--- src/rtl/rdrg_pkg.sv ---
// Package for the grouped radix digit renderer: state and base codes,
// shared sizes, separator codes and the digit character lookup.
// No dependencies.
package rdrg_pkg;

  typedef enum logic [1:0] {
    BASE_BIN = 2'd0,
    BASE_OCT = 2'd1,
    BASE_DEC = 2'd2,
    BASE_HEX = 2'd3
  } rdrg_base_e;

  typedef enum logic [2:0] {
    ST_IDLE,
    ST_CONV,
    ST_XFER,
    ST_STRIP,
    ST_EMIT
  } rdrg_state_e;

  typedef enum logic [1:0] {
    CFG_BASE  = 2'd0,
    CFG_WIDTH = 2'd1,
    CFG_SIGN  = 2'd2
  } rdrg_cfg_e;

  localparam int unsigned VALUE_W    = 64;
  localparam int unsigned BCD_DIGITS = 20;
  localparam int unsigned DIG_REG_W  = 4 * BCD_DIGITS;

  // Digit slots each base starts from before leading zeros are dropped
  localparam logic [6:0] SLOTS_BIN = 7'd64;
  localparam logic [6:0] SLOTS_OCT = 7'd22;
  localparam logic [6:0] SLOTS_DEC = 7'd20;
  localparam logic [6:0] SLOTS_HEX = 7'd16;

  localparam logic [6:0] SEP_COMMA = 7'd44;
  localparam logic [6:0] SEP_UNDER = 7'd95;

  localparam logic [6:0] RST_WIDTH = 7'd64;

  typedef struct packed {
    logic clear;
    logic shift;
    logic bit_in;
  } rdrg_conv_ctl_t;

  function automatic logic [6:0] digit_ascii(input logic [3:0] d);
    logic [6:0] r;
    if (d < 4'd10) r = 7'd48 + {3'b000, d};
    else r = 7'd55 + {3'b000, d};
    return r;
  endfunction

endpackage

--- src/rtl/rdrg_bcd_conv.sv ---
// Bit-serial binary to BCD accumulator (shift and add-3), one input bit a cycle while shift is set.
// Depends on rdrg_pkg.
module rdrg_bcd_conv
  import rdrg_pkg::*;
(
  input  logic                 clk_i,
  input  rdrg_conv_ctl_t       ctl_i,
  output logic [DIG_REG_W-1:0] bcd_o
);

  logic [DIG_REG_W-1:0] bcd_q;
  logic [DIG_REG_W-1:0] bcd_d;
  logic [DIG_REG_W-1:0] adj;

  always_comb begin
    logic [3:0] d;
    d = 4'd0;
    for (int i = 0; i < BCD_DIGITS; i++) begin
      d = bcd_q[4*i +: 4];
      adj[4*i +: 4] = (d >= 4'd5) ? d + 4'd3 : d;
    end
  end

  always_comb begin
    bcd_d = bcd_q;
    if (ctl_i.clear) begin
      bcd_d = '0;
    end else if (ctl_i.shift) begin
      bcd_d = {adj[DIG_REG_W-2:0], ctl_i.bit_in};
    end
  end

  always_ff @(posedge clk_i) begin
    bcd_q <= bcd_d;
  end

  assign bcd_o = bcd_q;

endmodule

--- src/rtl/radix_digit_render_grouped_unit.sv ---
// Top level of the grouped radix digit renderer: config registers, sequencer,
// digit shift register and output fields. Depends on rdrg_pkg and rdrg_bcd_conv.
//
// ch  | dir | handshake               | payload
// ----+-----+-------------------------+----------------------------------------------------
// in  | in  | in_valid_i/in_stall_o   | value_i
// out | out | out_valid_o/out_stall_i | digit_char_o sep_before_o sep_char_o negative_o last_o
// cfg | in  | cfg_valid_i/cfg_ready_o | cfg_index_i cfg_data_i
//
// Decimal: load, shift-and-add-3 over all 64 value bits, transfer, strip, then the digits out.
// Binary/octal/hex: load, strip, then the digits out; slots 64/22/16.
// The decimal path goes through the bit-serial BCD loop; the others load the strip shifter directly.
// One word is worked on at a time; in_stall_o stays high until its last digit leaves.
// Output stall holds the digit register, so the shown digit does not move.
// Reset sets base decimal, width 64, signed decimal on.
module radix_digit_render_grouped_unit
  import rdrg_pkg::*;
(
  input  logic                 clk_i,
  input  logic                 rst_ni,
  input  logic                 in_valid_i,
  output logic                 in_stall_o,
  input  logic [VALUE_W-1:0]   value_i,
  output logic                 out_valid_o,
  input  logic                 out_stall_i,
  output logic [6:0]           digit_char_o,
  output logic                 sep_before_o,
  output logic [6:0]           sep_char_o,
  output logic                 negative_o,
  output logic                 last_o,
  input  logic                 cfg_valid_i,
  output logic                 cfg_ready_o,
  input  logic [1:0]           cfg_index_i,
  input  logic [6:0]           cfg_data_i
);

  rdrg_base_e  base_q;
  logic [6:0]  width_q;
  logic        sign_q;

  rdrg_state_e state_q, state_d;
  logic [VALUE_W-1:0]   src_q, src_d;
  logic [5:0]           conv_cnt_q, conv_cnt_d;
  logic [DIG_REG_W-1:0] sr_q, sr_d;
  logic [6:0]           cnt_q, cnt_d;
  logic [1:0]           grp_q, grp_d;
  logic                 first_q, first_d;
  logic                 neg_q, neg_d;

  logic [6:0]           eff_w;
  logic [6:0]           eff_wm1;
  logic [VALUE_W-1:0]   mask;
  logic [VALUE_W-1:0]   masked;
  logic [VALUE_W-1:0]   work;
  logic                 load_neg;
  logic [3:0]           top_dig;
  logic [DIG_REG_W-1:0] sr_shift;
  logic [1:0]           grp_dec;
  logic                 in_acc;
  logic                 out_acc;
  logic [DIG_REG_W-1:0] bcd;
  rdrg_conv_ctl_t       conv_ctl;

  assign cfg_ready_o = 1'b1;

  always_ff @(posedge clk_i or negedge rst_ni) begin
    if (!rst_ni) begin
      base_q  <= BASE_DEC;
      width_q <= RST_WIDTH;
      sign_q  <= 1'b1;
    end else if (cfg_valid_i) begin
      case (cfg_index_i)
        CFG_BASE:  base_q  <= rdrg_base_e'(cfg_data_i[1:0]);
        CFG_WIDTH: width_q <= cfg_data_i;
        CFG_SIGN:  sign_q  <= cfg_data_i[0];
        default:   ;
      endcase
    end
  end

  // Clamp width into 1..64
  always_comb begin
    if (width_q == 7'd0) eff_w = 7'd1;
    else if (width_q > 7'd64) eff_w = 7'd64;
    else eff_w = width_q;
  end
  assign eff_wm1 = eff_w - 7'd1;

  always_comb begin
    for (int j = 0; j < VALUE_W; j++) begin
      mask[j] = (7'(j) < eff_w);
    end
  end

  assign masked   = value_i & mask;
  assign load_neg = (base_q == BASE_DEC) && sign_q && masked[eff_wm1[5:0]];
  assign work     = load_neg ? ((~masked + 64'd1) & mask) : masked;

  // Top digit and one-digit left shift for the current base
  always_comb begin
    case (base_q)
      BASE_BIN: begin
        top_dig  = {3'b000, sr_q[DIG_REG_W-1]};
        sr_shift = {sr_q[DIG_REG_W-2:0], 1'b0};
      end
      BASE_OCT: begin
        top_dig  = {1'b0, sr_q[DIG_REG_W-1 -: 3]};
        sr_shift = {sr_q[DIG_REG_W-4:0], 3'b000};
      end
      default: begin
        top_dig  = sr_q[DIG_REG_W-1 -: 4];
        sr_shift = {sr_q[DIG_REG_W-5:0], 4'b0000};
      end
    endcase
  end

  // Digits left modulo group length, counting down with wrap
  always_comb begin
    if (grp_q != 2'd0) grp_dec = grp_q - 2'd1;
    else if (base_q == BASE_BIN || base_q == BASE_HEX) grp_dec = 2'd3;
    else grp_dec = 2'd2;
  end

  assign in_acc  = in_valid_i && !in_stall_o;
  assign out_acc = out_valid_o && !out_stall_i;

  always_comb begin
    state_d     = state_q;
    src_d       = src_q;
    conv_cnt_d  = conv_cnt_q;
    sr_d        = sr_q;
    cnt_d       = cnt_q;
    grp_d       = grp_q;
    first_d     = first_q;
    neg_d       = neg_q;
    conv_ctl    = '0;
    in_stall_o  = 1'b1;
    out_valid_o = 1'b0;
    case (state_q)
      ST_IDLE: begin
        in_stall_o = 1'b0;
        if (in_acc) begin
          neg_d = load_neg;
          case (base_q)
            BASE_DEC: begin
              src_d          = work;
              conv_cnt_d     = 6'd63;
              conv_ctl.clear = 1'b1;
              state_d        = ST_CONV;
            end
            BASE_OCT: begin
              sr_d    = {2'b00, work, 14'd0};
              cnt_d   = SLOTS_OCT;
              grp_d   = 2'd1;
              state_d = ST_STRIP;
            end
            BASE_HEX: begin
              sr_d    = {work, 16'd0};
              cnt_d   = SLOTS_HEX;
              grp_d   = 2'd0;
              state_d = ST_STRIP;
            end
            default: begin
              sr_d    = {work, 16'd0};
              cnt_d   = SLOTS_BIN;
              grp_d   = 2'd0;
              state_d = ST_STRIP;
            end
          endcase
        end
      end
      ST_CONV: begin
        // feed the value MSB first into the BCD accumulator
        conv_ctl.shift  = 1'b1;
        conv_ctl.bit_in = src_q[VALUE_W-1];
        src_d           = {src_q[VALUE_W-2:0], 1'b0};
        conv_cnt_d      = conv_cnt_q - 6'd1;
        if (conv_cnt_q == 6'd0) state_d = ST_XFER;
      end
      ST_XFER: begin
        sr_d    = bcd;
        cnt_d   = SLOTS_DEC;
        grp_d   = 2'd2;
        state_d = ST_STRIP;
      end
      ST_STRIP: begin
        // drop leading zeros; binary keeps the configured width
        if (cnt_q > 7'd1 && top_dig == 4'd0 && (base_q != BASE_BIN || cnt_q > eff_w)) begin
          sr_d  = sr_shift;
          cnt_d = cnt_q - 7'd1;
          grp_d = grp_dec;
        end else begin
          first_d = 1'b1;
          state_d = ST_EMIT;
        end
      end
      ST_EMIT: begin
        out_valid_o = 1'b1;
        if (out_acc) begin
          if (cnt_q == 7'd1) begin
            state_d = ST_IDLE;
          end else begin
            sr_d    = sr_shift;
            cnt_d   = cnt_q - 7'd1;
            grp_d   = grp_dec;
            first_d = 1'b0;
          end
        end
      end
      default: state_d = ST_IDLE;
    endcase
  end

  always_ff @(posedge clk_i or negedge rst_ni) begin
    if (!rst_ni) begin
      state_q    <= ST_IDLE;
      conv_cnt_q <= 6'd0;
      cnt_q      <= 7'd0;
      grp_q      <= 2'd0;
      first_q    <= 1'b0;
      neg_q      <= 1'b0;
    end else begin
      state_q    <= state_d;
      conv_cnt_q <= conv_cnt_d;
      cnt_q      <= cnt_d;
      grp_q      <= grp_d;
      first_q    <= first_d;
      neg_q      <= neg_d;
    end
  end

  always_ff @(posedge clk_i) begin
    src_q <= src_d;
    sr_q  <= sr_d;
  end

  rdrg_bcd_conv u_bcd (
    .clk_i (clk_i),
    .ctl_i (conv_ctl),
    .bcd_o (bcd)
  );

  assign digit_char_o = digit_ascii(top_dig);
  assign sep_before_o = !first_q && (grp_q == 2'd0);
  assign sep_char_o   = (base_q == BASE_DEC) ? SEP_COMMA : SEP_UNDER;
  assign negative_o   = neg_q;
  assign last_o       = (cnt_q == 7'd1);

endmodule

--- config.mk ---
export PLATFORM = sky130hd
export DESIGN_NAME = radix_digit_render_grouped_unit
export DESIGN_NICKNAME = d
export VERILOG_FILES = /design/src/rtl/rdrg_pkg.sv /design/src/rtl/rdrg_bcd_conv.sv /design/src/rtl/radix_digit_render_grouped_unit.sv
export SDC_FILE = /design/constraint.sdc
export NUM_CORES = 1
export LEC_CHECK = 0
export BUFFER_PORTS_ARGS = -buffer_cell sky130_fd_sc_hd__buf_4
export CAP_MARGIN = 10
export CORE_UTILIZATION = 50
export DETAILED_ROUTE_END_ITERATION = 6
export GPL_TIMING_DRIVEN = 0
export MAX_ROUTING_LAYER = met4
export PLACE_DENSITY = 0.76
export SLEW_MARGIN = 20
export SYNTH_ARGS = -nofsm -noshare
export SYNTH_HDL_FRONTEND = slang
export SYNTH_SLANG_ARGS = --single-unit
--- constraint.sdc ---
create_clock -name clk_i -period 9.2 [get_ports clk_i]
set_input_delay 0 -clock clk_i [delete_from_list [all_inputs] [get_ports clk_i]]
set_output_delay 0 -clock clk_i [all_outputs]
set_load 0.02 [all_outputs]
==> metrics.md <==
| Metric | Value |
|---|---|
| Status | finished, violations left |
| Violated checks | DRC |
| Max-cap violations | 0 |
| Die area | 0.0368 mm2 |
| Kind of critical path | register to register |
| Clk pin slew, worst setup/hold paths | 60 ps |
| PostCTS Resize Cnt | 0 |
| Critical path launch point type | register |
| TritonCTS sink count | 254 |
| #FFs+latches synth | 254 |
| Pint | 3.98 mW |
| Fin crit period | 7100 ps |
| Critical path required time | 9490 ps |
| Final Hold Viols | 0 |
| Num rows | 69 |
| Placer Congestion | 1.11 |
| Clk pwr share | 16.0% |
| Synth area leaders | edfxtp_1 24%, dfxtp_1 8.9%, a21oi_1 8.6% |
| CP max FO | 10 |
| F_max | 141 MHz |
| Net switching power of the design | 3.81 mW |
| Global-route wire length before repair | 113 mm |
| RR Startpoint | width_q[6]$_DFFE_PN1P_ |
| Violation count after the first detailed-routing iteration | 2520 |
| Hold Crit Class | input pin to register |
| CTS buffer count | 28 |
| Synth cell types | 86 |
| Die Wd | 192 um |
| Yosys Warn Count | 0 |
| Sequential power share | 32.1% |
| Vias per inst | 6.74 |
| Dpl cells | 2803 |
| Post-Syn Area | 0.0180 mm2 |
| DR WL/cell | 27.0 um |
| Slew headroom | 21.5% |
| Cells after Synth | 2243 |
| DP Wirelength | 60.6 mm |
| Worst Setup SP | width_q[6]$_DFFE_PN1P_ |
| Top cells by count, synth | 308 x a21oi_1, 303 x nand2_1, 198 x o21ai_0, 166 x nor2_1, 144 x edfxtp_1 |
| Sequential share of the synthesized area | 37.1% |
| Synthesis-to-layout area growth | 16.0% |
| HP Start | value_i[4] |
| Leak Pwr | 7.69 nW |
| Num ports | 98 |
| Critical path capture point type | register |
| Nets | 2557 |
| Fill cells | 3235 |
| Layout cell share with drive strength beyond 1 | 8.23% |
| Post-synth ARST share | 11.8% |
| Non-filler cells, final | 2905 |
| Cell taking the most area after synthesis | edfxtp_1 |
| Tcrit/Tclk final | 77.2% |
| # hold bufs at CTS | 47 |
| Worst clock skew | 40.2 ps |
| Tot Pwr | 7.79 mW |
| Largest net degree at the start of global routing | 62 |
| Vias | 19600 |
| Max H-tree Level | 1 |
| Initial Util | 50.8% |
| Net Sw Frac | 48.9% |
| CP arrival | 7390 ps |
| Combinational share of power | 51.9% |
| Antenna-violating nets left | 0 |
| RSZ-0062 raised after global routing | no |
| Detailed Route WL | 78.4 mm |
| Top-count cell post-synth | a21oi_1 |
| Core area | 0.0355 mm2 |
| Global-route usage over all layers | 43.0% |
| Setup TNS | 0 ps |
| Area share of the largest cell type after synthesis | 24.0% |
| Max clock buf depth | 3 |
| Number of global-route vias before repair | 18100 |
| CTS tree | yes |
| GRT overflow | 0 |
| PortBufs | 94 |
| Slew Limit Fails | 0 |
| Die height | 192 um |
| Worst Tran Pin Value | 1170 ps |
| Final setup vio count | 0 |
| First-pass DRT Iterations | 7 |
| Initial antenna violation count | 1 |
| DRC violations left | 1 |
| Root buffer cell | clkbuf_16 |
| Synth Area per Inst | 8.03 um2 |
| Max VDD drop | 294 uV |
| Most used DFF post-synth | edfxtp_1 |
| Post-CTS setup buffers | 0 |
| EDFF count, synth | 144 |
| Power per Cell Area | 373 mW/mm2 |
| Worst skew pair latency | 610 ps |
==> worst paths after layout <==
path / to / slack, ps / depth (start not counted)
max: sr_q[61]$_DFFE_PP_ / 2100 / 20
min: src_q[4]$_DFFE_PP_ / 20 / 4
max reg2reg: sr_q[61]$_DFFE_PP_ / 2100 / 20
min reg2reg: negative_o$_DFFE_PN0P_ / 490 / 2
max in group asynchronous: conv_cnt_q[2]$_DFFE_PN0P_ / 8520 / 4
min in group asynchronous: width_q[3]$_DFFE_PN0P_ / 500 / 4
==> flip-flops by register name, summed over array words and instances, names as in the netlist <==
| register | flops |
|---|---|
| first_q | 1 |
| base_q | 2 |
| grp_q | 2 |
| state_q | 3 |
| src_q | 64 |
| sr_q | 80 |
| cnt_q | 7 |
| negative_o | 1 |
| u_bcd.bcd_o | 80 |
| sign_q | 1 |
| conv_cnt_q | 6 |
| width_q | 7 |
==> kinds of logic (layout without fill, tap and decap cells) <==
| logic type | after synthesis | in the layout | synth area share, % |
|---|---|---|---|
| XOR/XNOR | 100 | 100 | 4.86 |
| adder cells (fa/ha/maj) | 59 | 59 | 4.10 |
| other | 1 | 5 | 0.0208 |
| AO/OA/AOI/OAI | 855 | 855 | 29.4 |
| buffers and inverters | 244 | 441 | 5.41 |
| multiplexers | 17 | 17 | 1.15 |
| flip-flops | 254 | 254 | 37.1 |
| AND/OR/NAND/NOR | 713 | 713 | 18.0 |
==> worst max-delay path: stages (launching register included) <==
cell and delay (ps):
dfstp_2 630, clkbuf_1 420, clkbuf_1 530, inv_1 330, clkbuf_1 360, nand2_1 180
ha_1 160, clkbuf_1 350, inv_1 170, xnor2_1 470, clkbuf_1 550, nor3_1 100
o21ai_0 200, a21oi_1 90, o22ai_1 410, clkbuf_1 550, clkbuf_1 490, a211oi_1 240
xor2_1 210, nand2_1 220, o221ai_1 150
==> power groups by stage <==
| stage | registers (mW) | clock network [mW] | logic, mW |
|---|---|---|---|
| floorplan | 2.33 | 0 | 2.56 |
| global placement | 2.51 | 0 | 3.72 |
| detailed placement | 2.48 | 0 | 3.86 |
| CTS | 2.47 | 1.24 | 3.91 |
| global route | 2.55 | 1.28 | 4.32 |
| finish | 2.50 | 1.24 | 4.04 |
==> area by class of cell <==
cell class	instances	area, um2	area share [%]
repair buffers	145	1250	6.00
plain buffers	172	704	3.37
inverters	72	273	1.31
clock buffers	28	701	3.35
multi-input cells	1747	10400	49.7
diodes	2	5.00	0.0240
flip-flops and latches	254	6680	32.0
clock inverters	24	304	1.46
well taps	461	577	2.76
==> metal layers <==
metal  global-route usage, %  vias to the layer above  share of wire (%)
met3                    6.56                      255                9.7
li1                        -                     8603                  -
met2                    66.3                     1411                 45
met1                    53.6                     9299                 39
met5                       -                        -                  0
met4                    24.6                        0                5.7
==> metrics by stage <==
| stage | worst slack, ps | hold slack (ps) | util, % | instance area, um2 |
|---|---|---|---|---|
| finish | 2100 | 18.5 | 58.9 | 20900 |
| global placement | 2230 | -47.5 | 54.4 | 19300 |
| CTS | 2290 | 2.09 | 58.8 | 20900 |
| floorplan | 4640 | -296 | - | 18000 |
| global route | 2010 | 31.8 | 58.9 | 20900 |
| detailed placement | 2300 | -39.8 | 54.7 | 19400 |
==> layout by cell type (no fill, tap or decap), drive strengths merged, types with 31 or more instances in the layout <==
cell	instances
a21oi	308
nand2	303
o21ai	210
clkbuf	170
nor2	166
edfxtp	144
buf	129
dfxtp	80
inv	74
xor2	68
a22oi	67
nand3	62
ha	59
a211oi	48
dlygate4sd3	46
o221ai	42
nor3	42
xnor2	32
nand2b	31
No activity file was read; power rests on OpenSTA's default activity.
